File: config.mk
export PLATFORM = sky130hd
export DESIGN_NAME = two_wire_register_access_master
export DESIGN_NICKNAME = d
export VERILOG_FILES = /design/src/sv/twra_pkg.sv /design/src/sv/two_wire_register_access_master.sv
export SDC_FILE = /design/constraint.sdc
export NUM_CORES = 1
export LEC_CHECK = 0
export CORE_MARGIN = 5
export CORE_UTILIZATION = 45
export CTS_CLUSTER_DIAMETER = 200
export DETAILED_ROUTE_END_ITERATION = 8
export DONT_BUFFER_PORTS = 1
export PLACE_DENSITY_LB_ADDON = 0.1
export SLEW_MARGIN = 40
export SYNTH_ARGS = -nofsm -noshare
export SYNTH_HDL_FRONTEND = slang
export SYNTH_SLANG_ARGS = --single-unit
File: constraint.sdc
create_clock -name clk -period 15.6 [get_ports clk]
set_input_delay 3.12 -clock clk [delete_from_list [all_inputs] [get_ports clk]]
set_output_delay 3.12 -clock clk [all_outputs]
set_load 0.02 [all_outputs]
File: src/sv/twra_pkg.sv
package twra_pkg;

  // Request codes carried in the op field of an input item.
  localparam logic [1:0] REQ_TICK  = 2'd0;
  localparam logic [1:0] REQ_READ  = 2'd1;
  localparam logic [1:0] REQ_WRITE = 2'd2;

  // Configuration register indexes (byte address 4*index).
  localparam logic REG_DEVICE_ADDRESS = 1'b0;
  localparam logic REG_TIMEOUT_TICKS  = 1'b1;

  // Reset values and fixed constants.
  localparam logic [15:0] TIMEOUT_RESET = 16'd1000;
  localparam logic [7:0]  READ_FLAG     = 8'h80;

  // Entry points into the waveform program.
  localparam logic [6:0] SEND_START = 7'd1;
  localparam logic [6:0] SEND_LOOP  = 7'd14;
  localparam logic [6:0] READ_START = 7'd36;
  localparam logic [6:0] READ_LOOP  = 7'd45;

  // One pin action or wait per program step.
  typedef enum logic [4:0] {
    STEP_IDLE,
    STEP_SCL_HI,
    STEP_SCL_LO,
    STEP_SDA_HI,
    STEP_SDA_LO,
    STEP_TRI,
    STEP_UNTRI,
    STEP_WAIT_SCL,
    STEP_WAIT_SDA,
    STEP_OUT_BIT,
    STEP_NEXT_OUT,
    STEP_ACK1,
    STEP_ACK2,
    STEP_SEND_END,
    STEP_IN_BIT,
    STEP_NEXT_IN,
    STEP_READ_END
  } step_op_t;

  // One result item as it sits in the output buffer.
  typedef struct packed {
    logic       scl_out;
    logic       sda_out;
    logic       sda_drive;
    logic       busy_res;
    logic       done_res;
    logic       error;
    logic [7:0] read_data;
  } result_t;

  // Waveform program: the action stored at each step position.
  function automatic step_op_t prog_op(input logic [6:0] pos);
    step_op_t op;
    case (pos)
      // Start pattern of a sent byte.
      7'd1:  op = STEP_SDA_HI;
      7'd2:  op = STEP_WAIT_SDA;
      7'd3:  op = STEP_SCL_HI;
      7'd4:  op = STEP_WAIT_SCL;
      7'd5:  op = STEP_SCL_LO;
      7'd6:  op = STEP_SCL_HI;
      7'd7:  op = STEP_WAIT_SCL;
      7'd8:  op = STEP_SCL_LO;
      7'd9:  op = STEP_SDA_LO;
      7'd10: op = STEP_SCL_HI;
      7'd11: op = STEP_WAIT_SCL;
      7'd12: op = STEP_SCL_LO;
      7'd13: op = STEP_SCL_LO;
      // Bit loop of a sent byte.
      7'd14: op = STEP_OUT_BIT;
      7'd15: op = STEP_WAIT_SDA;
      7'd16: op = STEP_SCL_HI;
      7'd17: op = STEP_WAIT_SCL;
      7'd18: op = STEP_NEXT_OUT;
      // Stop pattern.
      7'd19: op = STEP_SDA_HI;
      7'd20: op = STEP_WAIT_SDA;
      7'd21: op = STEP_SCL_HI;
      7'd22: op = STEP_WAIT_SCL;
      7'd23: op = STEP_SCL_LO;
      // Acknowledge clocks.
      7'd24: op = STEP_TRI;
      7'd25: op = STEP_SCL_HI;
      7'd26: op = STEP_WAIT_SCL;
      7'd27: op = STEP_ACK1;
      7'd28: op = STEP_SCL_LO;
      7'd29: op = STEP_SCL_HI;
      7'd30: op = STEP_WAIT_SCL;
      7'd31: op = STEP_ACK2;
      7'd32: op = STEP_SCL_LO;
      7'd33: op = STEP_SCL_HI;
      7'd34: op = STEP_WAIT_SCL;
      7'd35: op = STEP_SEND_END;
      // Read start.
      7'd36: op = STEP_TRI;
      7'd37: op = STEP_SCL_LO;
      7'd38: op = STEP_SCL_HI;
      7'd39: op = STEP_WAIT_SCL;
      7'd40: op = STEP_SCL_LO;
      7'd41: op = STEP_WAIT_SDA;
      7'd42: op = STEP_SCL_HI;
      7'd43: op = STEP_WAIT_SCL;
      7'd44: op = STEP_SCL_LO;
      // Read bit loop.
      7'd45: op = STEP_IN_BIT;
      7'd46: op = STEP_SCL_HI;
      7'd47: op = STEP_WAIT_SCL;
      7'd48: op = STEP_NEXT_IN;
      // Stop clock and acknowledge after a read.
      7'd49: op = STEP_SCL_HI;
      7'd50: op = STEP_WAIT_SCL;
      7'd51: op = STEP_SCL_LO;
      7'd52: op = STEP_SDA_LO;
      7'd53: op = STEP_UNTRI;
      7'd54: op = STEP_SCL_HI;
      7'd55: op = STEP_WAIT_SCL;
      7'd56: op = STEP_SCL_LO;
      7'd57: op = STEP_SDA_HI;
      7'd58: op = STEP_WAIT_SDA;
      7'd59: op = STEP_SCL_HI;
      7'd60: op = STEP_WAIT_SCL;
      7'd61: op = STEP_READ_END;
      default: op = STEP_IDLE;
    endcase
    return op;
  endfunction

endpackage

File: src/sv/two_wire_register_access_master.sv
// Bit-level master for a two-wire register bus. Each input item is one tick:
// it carries the sampled SCL and SDA levels and, on an idle tick, may start a
// register read or write. The block steps a fixed waveform program one action
// per tick and returns one result item per tick with the pin drive levels,
// busy, a done pulse with its error flag, and the last byte read. The program
// lookup, the wait counter compare and the state update sit between the state
// registers and a two-entry output buffer, so a new item is accepted in every
// cycle while the buffer has room. device_address (address 0) and
// timeout_ticks (address 4) are written over the APB port; the user must
// write them only while the block is idle, which the block does not enforce.
module two_wire_register_access_master (
  input  logic       clk,
  input  logic       rst,
  // Configuration port.
  input  logic       psel,
  input  logic       penable,
  input  logic       pwrite,
  input  logic [2:0] paddr,
  input  logic [31:0] pwdata,
  output logic [31:0] prdata,
  output logic       pready,
  // Input channel.
  input  logic       in_valid,
  output logic       in_stall,
  input  logic [1:0] op,
  input  logic [7:0] reg_index,
  input  logic [7:0] write_value,
  input  logic       scl_in,
  input  logic       sda_in,
  // Output channel.
  output logic       out_valid,
  input  logic       out_stall,
  output logic       scl_out,
  output logic       sda_out,
  output logic       sda_drive,
  output logic       busy_res,
  output logic       done_res,
  output logic       error,
  output logic [7:0] read_data
);

  // Configuration registers.
  logic [6:0]  device_address;
  logic [15:0] timeout_ticks;

  // Transaction state.
  logic [6:0]  step_position, step_position_next;
  logic [1:0]  byte_number, byte_number_next;
  logic [2:0]  bit_count, bit_count_next;
  logic [7:0]  shift_byte, shift_byte_next;
  logic [15:0] wait_count, wait_count_next;
  logic        timeout_seen, timeout_seen_next;
  logic [1:0]  ack_samples, ack_samples_next;
  logic        is_read, is_read_next;
  logic [7:0]  index_latch, index_latch_next;
  logic [7:0]  value_latch, value_latch_next;
  logic [7:0]  read_latch, read_latch_next;
  logic        pin_scl, pin_scl_next;
  logic        pin_sda, pin_sda_next;
  logic        pin_drive, pin_drive_next;

  // Output buffer: main register and skid entry.
  twra_pkg::result_t out_reg, skid_reg, result_new;
  logic              skid_valid;

  logic accept, take, cfg_write;
  twra_pkg::step_op_t cur_op;

  assign pready    = 1'b1;
  assign cfg_write = psel && penable && pwrite;
  assign in_stall  = skid_valid;
  assign accept    = in_valid && !in_stall;
  assign take      = out_valid && !out_stall;
  assign cur_op    = twra_pkg::prog_op(step_position);

  // Register read data.
  always_comb begin
    case (paddr[2])
      twra_pkg::REG_DEVICE_ADDRESS: prdata = {25'd0, device_address};
      twra_pkg::REG_TIMEOUT_TICKS:  prdata = {16'd0, timeout_ticks};
      default:                      prdata = 32'd0;
    endcase
  end

  // Register writes.
  always_ff @(posedge clk) begin
    if (rst) begin
      device_address <= 7'd0;
      timeout_ticks  <= twra_pkg::TIMEOUT_RESET;
    end else if (cfg_write) begin
      case (paddr[2])
        twra_pkg::REG_DEVICE_ADDRESS: device_address <= pwdata[6:0];
        twra_pkg::REG_TIMEOUT_TICKS:  timeout_ticks  <= pwdata[15:0];
        default: ;
      endcase
    end
  end

  // One tick of the waveform program.
  always_comb begin
    logic        finish, fail, level, bb_go;
    logic [6:0]  bb_pos;
    logic [7:0]  bb_data;
    logic [15:0] wc_inc;
    logic [2:0]  bc_inc;
    logic [1:0]  bn_inc;

    step_position_next = step_position;
    byte_number_next   = byte_number;
    bit_count_next     = bit_count;
    shift_byte_next    = shift_byte;
    wait_count_next    = wait_count;
    timeout_seen_next  = timeout_seen;
    ack_samples_next   = ack_samples;
    is_read_next       = is_read;
    index_latch_next   = index_latch;
    value_latch_next   = value_latch;
    read_latch_next    = read_latch;
    pin_scl_next       = pin_scl;
    pin_sda_next       = pin_sda;
    pin_drive_next     = pin_drive;

    finish  = 1'b0;
    fail    = 1'b0;
    bb_go   = 1'b0;
    bb_pos  = twra_pkg::SEND_START;
    bb_data = 8'd0;
    level   = (cur_op == twra_pkg::STEP_WAIT_SCL) ? scl_in : sda_in;
    wc_inc  = wait_count + 16'd1;
    bc_inc  = bit_count + 3'd1;
    bn_inc  = byte_number + 2'd1;

    if (step_position == 7'd0) begin
      // Idle: a read or write request latches its operands.
      if (op == twra_pkg::REQ_READ || op == twra_pkg::REQ_WRITE) begin
        is_read_next     = (op == twra_pkg::REQ_READ);
        index_latch_next = reg_index;
        value_latch_next = write_value;
        byte_number_next = 2'd0;
        bb_go            = 1'b1;
        bb_data          = {1'b0, device_address} |
                           ((op == twra_pkg::REQ_READ) ? twra_pkg::READ_FLAG : 8'd0);
      end
    end else begin
      case (cur_op)
        twra_pkg::STEP_SCL_HI: begin
          pin_scl_next = 1'b1;
          step_position_next = step_position + 7'd1;
        end
        twra_pkg::STEP_SCL_LO: begin
          pin_scl_next = 1'b0;
          step_position_next = step_position + 7'd1;
        end
        twra_pkg::STEP_SDA_HI: begin
          pin_sda_next = 1'b1;
          step_position_next = step_position + 7'd1;
        end
        twra_pkg::STEP_SDA_LO: begin
          pin_sda_next = 1'b0;
          step_position_next = step_position + 7'd1;
        end
        twra_pkg::STEP_TRI: begin
          pin_drive_next = 1'b0;
          step_position_next = step_position + 7'd1;
        end
        twra_pkg::STEP_UNTRI: begin
          pin_drive_next = 1'b1;
          step_position_next = step_position + 7'd1;
        end
        twra_pkg::STEP_WAIT_SCL, twra_pkg::STEP_WAIT_SDA: begin
          // Wait for the line to read high, giving up after the timeout.
          if (level) begin
            wait_count_next = 16'd0;
            step_position_next = step_position + 7'd1;
          end else if (wc_inc >= timeout_ticks) begin
            timeout_seen_next = 1'b1;
            wait_count_next = 16'd0;
            step_position_next = step_position + 7'd1;
          end else begin
            wait_count_next = wc_inc;
          end
        end
        twra_pkg::STEP_OUT_BIT: begin
          // A zero bit skips the wait for SDA to rise.
          pin_sda_next = shift_byte[7];
          step_position_next = step_position + (shift_byte[7] ? 7'd1 : 7'd2);
        end
        twra_pkg::STEP_NEXT_OUT: begin
          pin_scl_next = 1'b0;
          shift_byte_next = {shift_byte[6:0], 1'b0};
          bit_count_next = bc_inc;
          step_position_next = (bc_inc != 3'd0) ? twra_pkg::SEND_LOOP
                                                : step_position + 7'd1;
        end
        twra_pkg::STEP_ACK1: begin
          ack_samples_next = {ack_samples[1], sda_in};
          step_position_next = step_position + 7'd1;
        end
        twra_pkg::STEP_ACK2: begin
          ack_samples_next = {sda_in, ack_samples[0]};
          step_position_next = step_position + 7'd1;
        end
        twra_pkg::STEP_SEND_END: begin
          // Check the byte, then move on to the next one or finish the transaction.
          pin_drive_next = 1'b1;
          if (timeout_seen || ack_samples != 2'b10) begin
            finish = 1'b1;
            fail   = 1'b1;
          end else begin
            byte_number_next = bn_inc;
            if (bn_inc == 2'd1) begin
              bb_go   = 1'b1;
              bb_data = index_latch;
            end else if (bn_inc == 2'd2 && is_read) begin
              bb_go  = 1'b1;
              bb_pos = twra_pkg::READ_START;
            end else if (bn_inc == 2'd2) begin
              bb_go   = 1'b1;
              bb_data = value_latch;
            end else begin
              finish = 1'b1;
            end
          end
        end
        twra_pkg::STEP_IN_BIT: begin
          shift_byte_next = {shift_byte[6:0], sda_in};
          step_position_next = step_position + 7'd1;
        end
        twra_pkg::STEP_NEXT_IN: begin
          pin_scl_next = 1'b0;
          bit_count_next = bc_inc;
          step_position_next = (bc_inc != 3'd0) ? twra_pkg::READ_LOOP
                                                : step_position + 7'd1;
        end
        twra_pkg::STEP_READ_END: begin
          pin_scl_next = 1'b0;
          finish = 1'b1;
          if (timeout_seen) fail = 1'b1;
          else read_latch_next = shift_byte;
        end
        default: begin
          step_position_next = 7'd0;
        end
      endcase
    end

    // Set up a new byte: entry point, data and cleared byte state.
    if (bb_go) begin
      step_position_next = bb_pos;
      shift_byte_next    = bb_data;
      bit_count_next     = 3'd0;
      wait_count_next    = 16'd0;
      timeout_seen_next  = 1'b0;
      ack_samples_next   = 2'd0;
    end

    if (finish) step_position_next = 7'd0;

    result_new.scl_out   = pin_scl_next;
    result_new.sda_out   = pin_sda_next;
    result_new.sda_drive = pin_drive_next;
    result_new.busy_res  = (step_position_next != 7'd0);
    result_new.done_res  = finish;
    result_new.error     = finish && fail;
    result_new.read_data = read_latch_next;
  end

  // State update on each accepted item.
  always_ff @(posedge clk) begin
    if (rst) begin
      step_position <= 7'd0;
      byte_number   <= 2'd0;
      bit_count     <= 3'd0;
      shift_byte    <= 8'd0;
      wait_count    <= 16'd0;
      timeout_seen  <= 1'b0;
      ack_samples   <= 2'd0;
      is_read       <= 1'b0;
      index_latch   <= 8'd0;
      value_latch   <= 8'd0;
      read_latch    <= 8'd0;
      pin_scl       <= 1'b1;
      pin_sda       <= 1'b1;
      pin_drive     <= 1'b1;
    end else if (accept) begin
      step_position <= step_position_next;
      byte_number   <= byte_number_next;
      bit_count     <= bit_count_next;
      shift_byte    <= shift_byte_next;
      wait_count    <= wait_count_next;
      timeout_seen  <= timeout_seen_next;
      ack_samples   <= ack_samples_next;
      is_read       <= is_read_next;
      index_latch   <= index_latch_next;
      value_latch   <= value_latch_next;
      read_latch    <= read_latch_next;
      pin_scl       <= pin_scl_next;
      pin_sda       <= pin_sda_next;
      pin_drive     <= pin_drive_next;
    end
  end

  // Output buffer: the skid entry catches an item while the output stalls.
  always_ff @(posedge clk) begin
    if (rst) begin
      out_valid  <= 1'b0;
      skid_valid <= 1'b0;
    end else if (!out_valid || take) begin
      if (skid_valid) begin
        out_valid  <= 1'b1;
        skid_valid <= 1'b0;
      end else begin
        out_valid <= accept;
      end
    end else if (accept) begin
      skid_valid <= 1'b1;
    end
  end

  // Result payloads.
  always_ff @(posedge clk) begin
    if (!out_valid || take) begin
      if (skid_valid) out_reg <= skid_reg;
      else if (accept) out_reg <= result_new;
    end else if (accept) begin
      skid_reg <= result_new;
    end
  end

  assign scl_out   = out_reg.scl_out;
  assign sda_out   = out_reg.sda_out;
  assign sda_drive = out_reg.sda_drive;
  assign busy_res  = out_reg.busy_res;
  assign done_res  = out_reg.done_res;
  assign error     = out_reg.error;
  assign read_data = out_reg.read_data;

endmodule

==> results of run 1 <==
worst paths after layout:
path                                startpoint        endpoint  slack, ns  depth (start not counted)
worst max-delay path                  paddr[2]      prdata[11]       8.85                          2
worst min-delay path            value_latch[1]  value_latch[1]       0.46                          2
worst max register to register   wait_count[0]       flip-flop       9.57                         21
worst min register to register  value_latch[1]  value_latch[1]       0.46                          2
cell usage after synthesis, types with 9 or more instances:
cell | instances | area (um2)
nand2_1 | 110 | 413
nor2_1 | 104 | 390
dfxtp_1 | 97 | 1940
a21oi_1 | 72 | 360
clkbuf_1 | 39 | 146
inv_1 | 37 | 139
ha_1 | 34 | 425
nor3_1 | 31 | 155
o21ai_0 | 29 | 145
edfxtp_1 | 28 | 841
mux2_2 | 28 | 315
a22oi_1 | 20 | 150
nand3_1 | 20 | 100
buf_4 | 18 | 135
and3_1 | 17 | 106
nand3b_1 | 14 | 105
a211oi_1 | 13 | 97.6
a211o_1 | 12 | 105
nand2b_1 | 12 | 75.1
xor2_1 | 11 | 96.3
a221oi_1 | 10 | 87.6
o211ai_1 | 10 | 75.1
nand4_1 | 9 | 56.3
layer usage:
metal	wire [um]	up-vias
li1	-	3252
met1	10200	3190
met2	9760	226
met3	1380	26
met4	398	0
met5	0	-
logic make-up (layout without fill, tap and decap cells):
family | Yosys count | after routing | synth area share
AND/OR/NAND/NOR | 366 | 366 | 0.235
AO/OA/AOI/OAI | 229 | 229 | 0.202
flip-flops | 125 | 125 | 0.364
buffers and inverters | 110 | 80 | 0.0642
multiplexers | 37 | 37 | 0.0547
adder cells (fa/ha/maj) | 35 | 35 | 0.0583
XOR/XNOR | 18 | 18 | 0.0206
other | 2 | 18 | 0.000983
metrics by stage:
step                      instance area, um2  setup slack [ns]  hold WS (ns)   util
after global routing                    8310              8.80         0.474  0.499
after floorplan                         7700              8.47         0.431      -
after global placement                  7690              8.88         0.434  0.462
after detailed placement                7710              8.85         0.445  0.463
final                                   8310              8.85         0.457  0.499
after CTS                               8290              8.85         0.455  0.498
tightest hold or removal path, stage by stage (launching register included):
cell and delay (ns):
dfxtp_1 0.31, nand2_1 0.05, a21oi_1 0.05
cell type report:
class | count | area [um2] | area share
Multi-Input combinational cell | 702 | 4450 | 0.536
Clock inverter | 13 | 118 | 0.0142
Tap cell | 220 | 275 | 0.0331
Clock buffer | 19 | 464 | 0.0559
Antenna cell | 1 | 2.50 | 0.000301
Timing Repair Buffer | 9 | 67.6 | 0.00813
Inverter | 39 | 146 | 0.0176
Sequential cell | 125 | 2790 | 0.335
report_power, final:
group	internal (mW)	switching, mW	total [mW]
sequential	0.357	0.0466	0.404
clock	0.223	0.164	0.386
combinational	0.0939	0.162	0.256
==> results.md, run 1 <==
- After synthesis, the netlist uses a little under 80 different library cells.
- The first TritonRoute pass finished after 5 iterations.
- The area added between synthesis and finish is 8.74%.
- The final hold violation count came to 0.
- Clock tree synthesis selected as its root buffer the cell clkbuf_16.
- The global routing stage identified its most utilized layer as met2.
- On the worst path, the slowest cell contributes a delay of 0.37 ns.
- Measured along the y axis, the die boundary spans roughly 140 um.
- 111 I/O pins were placed.
- The largest buffer count on any clock path is 2.
- The combined buffer and inverter count along the critical path is 1.
- Summing every instance area after synthesis gives 0.00764 mm2.
- Based on the critical path, the design can be clocked at up to roughly 150 MHz.
- The number of pins with negative max-slew slack in the final report came to 0.
- At the later pin of the worst-skew pair, clock insertion delay measures 0.42 ns.
- The number of placed instances, taps included, is around 1100.
- Dividing total power by cell area gives a power density of between 100 and 150 mW/mm2.
- The maximum level of the CTS H-tree is 4.
- In this design, the largest share of critical-path delay is due to simple AND/OR/NAND/NOR gates.
- Synthesis produced between 900 and 1000 cells.
- The number of setup violations in the final report is 0.
- For the worst setup path, the data required time is approximately 12 ns.
- The starting density of the core is 0.459.
- The total of buffers placed on input and output ports is 0.
- In the global route stage, met2 resource usage came out at 0.335.
- Averaged over all synthesized cells, the footprint is just over 8 um2.
- The number of global-route vias before repair is ~6400.
- The top cell types in the final layout, fill and taps aside, are nand2_1, nor2_1, dfxtp_1, a21oi_1, inv_1.
- The first global-routing pass estimated roughly 35000 um of wire.
- In this run, synthesis produced a sequential element count of 125.
- The final critical delay including setup and external delays is 6.75 ns.
- The fraction of synthesis flops using an asynchronous set or reset pin is 0.
- Buffers inserted during clock tree synthesis total 17.
- After layout, the design draws a total of between 1 and 1.5 mW.
- The number of nets in the final layout is approximately 990.
- The number of design-rule violations left by the first detailed-router iteration is 468.
- In the synthesized netlist the dominant register cell turns out to be dfxtp_1.
- The library cell used most frequently in the layout, excluding fill and tap cells, is nand2_1.
- After global routing the overflow that remains totals 0.
- At the pin with the least slew margin, the transition time is 0.809 ns.
- For this run, global-route usage on met3 was measured as 0.0518.
- The total wirelength of the detailed-routed design is 21700 um.
- Walking the worst path, the cells encountered are inv_1 > nor2_1.
- For this run, design rule violations remaining after detail routing come to 0.
- The full die area is between 0.015 and 0.02 mm2.
- The number of enable-type register cells in the synthesized netlist is 28.
- The congestion estimate from routability-driven global placement came to 0.941.
- The ratio of routed vias to standard cells is 5.93.
- The routed wirelength normalized by instance count is 19.2 um.
- The overall global routing resource usage is 0.221.
- The maximum fanout along the worst path is 11.
- The number of gates given a new drive strength after cts is 0.
- After clock tree synthesis, the clock-pin slew on the worst setup and hold paths is 0.06 ns.
- The endpoint kind of the worst setup timing path is an output pin.
- The clock skew is between 0.009 and 0.01 ns.
- The run finished with clean final reports.
- The area inside the core boundary is around 0.017 mm2.
- The maximum ir drop on the vdd rail is a little over 0.09 mV.
- The reported max-cap violation count is 0.
- Summing over every cut layer, the via total after detailed routing is 6694.
- In this run the tightest slew margin relative to its limit is 0.458.
- The min-delay analysis places its worst path in the category flip-flop to flip-flop.
- The start-to-end type of the worst setup path is input pin to output pin.
- Setup repair after global routing left no endpoint under its margin.
- The horizontal extent of the die is 140 um.
- The number of nets with antenna violations after detailed routing is 0.
- The initial antenna violation count is 1.
- Data on the critical path arrives at its endpoint at roughly 3.6 ns.
- The global-route met1 utilization is 0.309.
- For this run, the number of standard cells in the final layout without fillers is 1128.
- The clock tree from TritonCTS is built.
- The largest net degree at the start of global routing is 95.
- Dividing the final minimum period by the clock period gives 0.433.
- The type of origin of the critical path is an input pin.
- Row generation in the floorplan step produced between 40 and 50 rows.
- For this design the static power due to leakage is 3.17 nW.
- The number of fill cells in the layout is 1607.
- For this design, the CTS-stage hold fixing added 0 buffers.
- The share of layout cells above drive strength 1 is 0.106.
- The share of synthesized area occupied by flip-flops and latches is 0.364.
- The HPWL reported at the end of detailed placement is 15800 um.
- The sum of negative setup slack is 0 ns.
- The library cell contributing the largest single delay on the critical path is nor2_1.
- The count of clock tree sinks is 125.
- The total of warnings raised by yosys is 0.
- The number of buffers added for setup after CTS is 0.
(Power assumes the default switching activity.)
==> inputs of run 2 (changes only) <==
- clock period: 15.6 -> 6 ns (I/O delays scaled with it)
==> run 2 against run 1 <==
Compared with the run above:
- sequential share of layout area decreased by 0.27 points
- clock skew decreased by 0.00084 ns
- register-to-register slack got worse by 9.3 ns
- clock power increased to 2.6 times the previous value
- via count increased by 2.4%
- combinational power increased to 2.8 times the previous value
- final area increased by 0.75%
- worst setup slack got worse by 8.6 ns
- global-route usage decreased by 0.27 points
- die area unchanged
==> results.md, run 2 (same netlist as run 1, synthesis figures left out) <==
- Run status: finished, final reports clean (unchanged).
- The origin of the worst setup path is wait_count[0] (was paddr[2]).
- The number of remaining DRC errors is 0 (unchanged).
- The reported max-cap violation count came to 0 (unchanged).
- The total vias in the final route came to 6854 (was 6694).
- The sum of negative setup slack is 0 ns (unchanged).
- Cells along the critical path: ha_1 > and3_1 > and3_1 > and3_1 > and3_1 > nand3_1 > xnor2_1 > ha_1 > nand4_2 > o21bai_1 > a21o_1 > o31ai_1 > a221oi_1 > or4_1 > nand4b_1 > o2bb2ai_1 > a211o_1 > mux2_2 (was inv_1 > nor2_1).
- The first-pass GRT wire length was 34700 um (was 35000 um).
- The number of design-rule violations left by the first detailed-router iteration is 606 (was 468).
- The area added between synthesis and finish is 9.56% (was 8.74%).
- The count of pins on the block boundary is 111 (unchanged).
- The clock skew was 0.00908 ns (was 0.00992 ns).
- The share of layout cells above drive strength 1 was 0.112 (was 0.106).
- The maximum ir drop on the vdd rail came to 0.268 mV (was 0.0934 mV).
- The number of global-route vias before repair was 6504 (was 6407).
- The transition at the pin with the smallest max-transition slack came to 0.827 ns (was 0.809 ns).
- The ratio of routed vias to standard cells is 6.04 (was 5.93).
- The maximum level of the CTS H-tree came to 4 (unchanged).
- Of the available clock period, the critical path in the final layout requires 0.953.
- The number of nets with antenna violations after detailed routing is 0 (unchanged).
- The total CTS buffers is 17 (unchanged).
- Among the stages of the critical path, the cell type that occurs most often is and3_1.
- The final critical delay including setup and external delays is 5.72 ns.
- The initial antenna violation count was 0 (was 1).
- The number of nets in the final layout is 998 (was 991).
- The endpoint kind of the worst setup timing path is a flip-flop (was output pin).
- The clock tree root buffer cell is clkbuf_16 (unchanged).
- The clock tree from TritonCTS is built (unchanged).
- The count of clock tree sinks is 125 (unchanged).
- The horizontal extent of the die was 140 um (unchanged).
- The placer's final routability congestion estimate came to 0.968 (was 0.941).
- The starting density of the core was 0.459 (unchanged).
- The hold-fix buffer count after cts was 0 (unchanged).
- The count of inserted antenna diode cells is 0 (was 1).
- The library cell contributing the largest single delay on the critical path is o31ai_1 (was nor2_1).
- The start-to-end type of the worst setup path is flip-flop to flip-flop (was input pin to output pin).
- The largest net degree at the start of global routing is 95 (unchanged).
- The critical hold path startpoint is byte_number[1] (was value_latch[1]).
- The insertion delay of the later-clocked pin in the worst-skew pair is 0.42 ns (about the same).
- The final hold violation count is 0 (unchanged).
- The type of origin of the critical path is a flip-flop (was input pin).
- The full die area is 0.0197 mm2 (unchanged).
- The largest buffer count on any clock path came to 2 (unchanged).
- The total of buffers placed on input and output ports is 0 (unchanged).
- The leading cell type in the layout, fill and taps excluded is nand2_1 (unchanged).
- The worst relative slew slack is 0.446 (was 0.458).
- The global-route congestion overflow total is 0 (unchanged).
- The data arrival time of the critical path is 5.88 ns (was 3.63 ns).
- The HPWL reported at the end of detailed placement was 16200 um (was 15800 um).
- The number of gates given a new drive strength after cts is 0 (unchanged).
- The area inside the core boundary is 0.0166 mm2 (unchanged).
- The number of cell rows is 47 (unchanged).
- The number of buffers added for setup after CTS is 0 (unchanged).
- The worst hold slack is 0.446 ns (was 0.457 ns).
- The maximum operating frequency is between 150 and 200 MHz.
- The path category of the worst min-delay check is flip-flop to flip-flop (unchanged).
- The number of detailed-routing iterations run before antenna repair is 5 (unchanged).
- The floorplan die height is 140 um (unchanged).
- The maximum fanout along the worst path is 5 (was 11).
- The number of pins with negative max-slew slack in the final report is 0 (unchanged).
- The overall global routing resource usage was 0.219 (was 0.221).
- The routed wirelength normalized by instance count was 19.4 um (was 19.2 um).
- The number of setup violations in the final report is 0 (unchanged).
- The total wirelength of the detailed-routed design is 22000 um (was 21700 um).
- The clock transition time at the flip-flop clock pins of the worst setup and hold paths was 0.06 ns (about the same).
- Highest-count cells in the layout ignoring fill and taps: nand2_1, nor2_1, dfxtp_1, a21oi_1, inv_1 (unchanged).
- The largest stage delay on the critical path is 0.68 ns (was 0.37 ns).
- Setup repair after global routing missed its margin: no (unchanged).
- The worst flop-to-flop path startpoint is wait_count[0] (unchanged).
- The worst path required time is 6.17 ns (was 12.48 ns).
- The power per standard cell area is 330 mW/mm2 (was 126 mW/mm2).
- The leakage power is 3.23 nW (was 3.17 nW).
-- run 2: worst paths after layout --
kind                          to  slack (ns)  cells after the start
setup / recovery        busy_res        0.28                     18
hold reg to reg   byte_number[1]        0.45                      2
hold / removal    byte_number[1]        0.45                      2
setup reg to reg        busy_res        0.28                     18
-- run 2: worst max-delay path: cells and delay by family, from the launching register on --
kind / cells / cell delay (ns)
AOI/OAI and AO/OA: 6 / 1.80
DFF: 1 / 0.39
xor gates and xnor gates: 1 / 0.34
muxes: 1 / 0.28
and+or+nand+nor: 8 / 2.07
adders and majority gates: 2 / 0.56
-- run 2: final cells by class --
type | count | area [um2]
Clock inverter | 11 | 90.1
Fill cell | 1582 | 8270
Multi-Input combinational cell | 702 | 4450
Clock buffer | 21 | 503
Inverter | 39 | 146
Sequential cell | 125 | 2780
Timing Repair Buffer | 16 | 120
Tap cell | 220 | 275
-- run 2: routing by layer --
| metal | share of wire | global-route usage |
|---|---|---|
| met3 | 0.060 | 0.0433 |
| met1 | 0.47 | 0.304 |
| met5 | 0 | 0 |
| met2 | 0.45 | 0.338 |
| met4 | 0.024 | 0.0775 |
-- run 2: through the flow --
step	cells	power [mW]	setup WS [ns]	util	instance area, um2
4_1_cts	1134	2.76	0.273	0.502	8360
6_report	1134	2.76	0.282	0.503	8370
5_1_grt	1134	2.90	0.0570	0.503	8370
2_1_floorplan	937	1.54	0.858	-	7700
3_5_place_dp	1102	1.73	0.313	0.467	7760
3_3_place_gp	1102	1.73	0.425	0.466	7750
-- run 2: power breakdown --
part,switching [mW],total [mW],internal (mW)
Combinational,0.465,0.721,0.256
Sequential,0.0917,1.02,0.929
Clock,0.409,1.02,0.610
==> inputs of run 3 (changes only) <==
- CORE_ASPECT_RATIO: unset -> 0.6
==> run 3 against run 2 <==
Compared with the run above:
- register-to-register slack about the same
- clock skew is 0.00067 ns higher
- total power increased by 1.5%
- via count grew 1.3%
- maximum frequency is essentially flat
- count of clock-buffer cells in the layout decreased by 1
- core utilization up 0.64 points
- critical path depth unchanged
- first-iteration DRC count increased by 17%
==> results.md, run 3 (same netlist as run 1, synthesis figures left out) <==
- The maximum operating frequency is 175 MHz (about the same).
- Run status: finished, final reports clean (unchanged).
- The number of global-route vias before repair is 6431 (was 6504).
- The area of combinational cells with multiple inputs is 0.00445 mm2 (about the same).
- The endpoint kind of the worst setup timing path is a flip-flop (unchanged).
- The maximum fanout along the worst path is 5 (unchanged).
- The count of pins on the block boundary was 111 (unchanged).
- The count of cells along the worst register-to-register path is 18 (unchanged).
- The path category of the worst min-delay check was flip-flop to flip-flop (unchanged).
- The number of pins with negative max-slew slack in the final report came to 0 (unchanged).
- The clock transition time at the flip-flop clock pins of the worst setup and hold paths is 0.06 ns (about the same).
- The number of cell rows is 36 (was 47).
- The sum of negative setup slack was 0 ns (unchanged).
- The final cycle utilization of the critical path is 0.953 (about the same).
- The hold-fix buffer count after cts came to 0 (unchanged).
- The floorplan die height came to 111 um (was 140 um).
- The number of detailed-routing iterations run before antenna repair is 6 (was 5).
- The post-route non-filler standard cell count is 1141 (was 1134).
- The worst hold slack is 0.455 ns (was 0.446 ns).
- The type of origin of the critical path was a flip-flop (unchanged).
- The total wirelength of the detailed-routed design was 23600 um (was 22000 um).
- The largest stage delay on the critical path is 0.58 ns (was 0.68 ns).
- The clock tree root buffer cell is clkbuf_16 (unchanged).
- The insertion delay of the later-clocked pin in the worst-skew pair is 0.43 ns (was 0.42 ns).
- The horizontal extent of the die is 178 um (was 140 um).
- The final critical delay including setup and external delays is 5.72 ns (about the same).
- The number of nets in the final layout is 997 (was 998).
- The transition at the pin with the smallest max-transition slack came to 0.759 ns (was 0.827 ns).
- The area inside the core boundary is 0.0164 mm2 (was 0.0166 mm2).
- The routed wirelength normalized by instance count is 20.7 um (was 19.4 um).
- The leading cell type in the layout, fill and taps excluded is nand2_1 (unchanged).
- The area added between synthesis and finish is 9.61% (was 9.56%).
- The share of layout cells above drive strength 1 is 0.108 (was 0.112).
- The total vias in the final route is 6944 (was 6854).
- The power per standard cell area is 335 mW/mm2 (was 330 mW/mm2).
- The leakage power is 3.20 nW (was 3.23 nW).
- The clock skew is 0.00975 ns (was 0.00908 ns).
- Setup repair after global routing missed its margin: no (unchanged).
- The library cell contributing the largest single delay on the critical path was or4_4 (was o31ai_1).
- The global-route congestion overflow total is 0 (unchanged).
- The clock tree from TritonCTS is built (unchanged).
- The starting density of the core is 0.465 (was 0.459).
- The largest buffer count on any clock path is 2 (unchanged).
- The reported max-cap violation count is 0 (unchanged).
- The placed cell count is 1109 (was 1102).
- The most repeated library cell on the critical path is and3_1 (unchanged).
- The final hold violation count is 0 (unchanged).
- The maximum ir drop on the vdd rail is 0.152 mV (was 0.268 mV).
- The HPWL reported at the end of detailed placement came to 17600 um (was 16200 um).
- The overall global routing resource usage came to 0.239 (was 0.219).
- The total CTS buffers was 17 (unchanged).
- Cells along the critical path: ha_1 > and3_1 > and3_1 > and3_1 > and3_1 > nand3_1 > xnor2_1 > ha_1 > nand4_2 > or4_4 > o32a_4 > a311oi_2 > o211ai_1 > or4_1 > nand4b_1 > o2bb2ai_1 > a211o_1 > mux2_2 (was ha_1 > and3_1 > and3_1 > and3_1 > and3_1 > nand3_1 > xnor2_1 > ha_1 > nand4_2 > o21bai_1 > a21o_1 > o31ai_1 > a221oi_1 > or4_1 > nand4b_1 > o2bb2ai_1 > a211o_1 > mux2_2).
- The number of setup violations in the final report came to 0 (unchanged).
- The first-pass GRT wire length is 37100 um (was 34700 um).
- The total of buffers placed on input and output ports is 0 (unchanged).
- The full die area is 0.0198 mm2 (was 0.0197 mm2).
- The data arrival time of the critical path was 5.89 ns (was 5.88 ns).
- The number of design-rule violations left by the first detailed-router iteration is 710 (was 606).
- The worst relative slew slack was 0.493 (was 0.446).
- The number of fill cells in the layout came to 1597 (was 1582).
- The largest net degree at the start of global routing came to 95 (unchanged).
- The number of remaining DRC errors is 0 (unchanged).
- The initial antenna violation count was 0 (unchanged).
- The maximum level of the CTS H-tree is 4 (unchanged).
- The ratio of routed vias to standard cells was 6.09 (was 6.04).
- The count of inserted antenna diode cells is 0 (unchanged).
- The worst path required time is 6.18 ns (was 6.17 ns).
- The cell depth of the worst min-delay path came to 2 (unchanged).
- The placer's final routability congestion estimate is 0.976 (was 0.968).
- The count of clock tree sinks is 125 (unchanged).
- The start-to-end type of the worst setup path is flip-flop to flip-flop (unchanged).
- The number of nets with antenna violations after detailed routing is 0 (unchanged).
- The storage element area is 0.00278 mm2 (about the same).
- Highest-count cells in the layout ignoring fill and taps: nand2_1, nor2_1, dfxtp_1, a21oi_1, inv_1 (unchanged).
==> run 3: cell types whose count changed in the layout (fill, tap and decap cells not counted), sizes merged <==
cell      before  now
clkinvlp       0    3
buf           16   15
bufinv         0    1
clkinv         3    2
clkbuf        21   20
inv           47   45
==> run 3: area by class of cell <==
type	count	area share
clock inverter	12	0.0145
clock buffer	20	0.0572
multi-input combinational	702	0.531
timing repair buffer	15	0.0134
inverter	39	0.0175
tap	228	0.0341
sequential	125	0.332
==> run 3: worst paths after layout <==
check                                    start        endpoint  slack [ns]
worst max-delay path             wait_count[0]        busy_res        0.28
worst min-delay path            index_latch[1]  index_latch[1]        0.46
worst max register to register   wait_count[0]        busy_res        0.28
worst min register to register  index_latch[1]  index_latch[1]        0.46
==> run 3: power by group <==
group / switching [mW] / internal [mW] / total [mW]
clock: 0.420 / 0.628 / 1.05
sequential: 0.107 / 0.929 / 1.04
combinational: 0.463 / 0.256 / 0.719
==> run 3: through the flow <==
| step | setup slack, ns | util | power, mW | area, um2 |
|---|---|---|---|---|
| finish | 0.281 | 0.510 | 2.80 | 8380 |
| global route | 0.0286 | 0.510 | 2.94 | 8380 |
| CTS | 0.289 | 0.509 | 2.79 | 8360 |
| detailed placement | 0.310 | 0.472 | 1.74 | 7760 |
| global placement | 0.339 | 0.472 | 1.73 | 7750 |
| floorplan | 0.858 | - | 1.54 | 7700 |
==> run 3: layer usage <==
layer,wire (um),track usage,up-vias
met5,0,0,-
met4,223,0.0470,0
met3,2810,0.0838,25
met2,8940,0.300,347
met1,11600,0.382,3311
li1,-,-,3261
==> run 3: what timing repair did <==
item,4_1_cts,5_1_grt
setup buffers,0,0
setup endpoints to repair,0,6
resized for setup,0,3
==> run 3: worst max-delay path, delay by kind of cell (launching register included) <==
| family | cells | cell delay (ns) |
|---|---|---|
| adder cells (fa/ha/maj) | 2 | 0.56 |
| flip-flops | 1 | 0.39 |
| multiplexers | 1 | 0.27 |
| AO/OA/AOI/OAI | 5 | 1.41 |
| AND/OR/NAND/NOR | 9 | 2.66 |
| XOR/XNOR | 1 | 0.18 |
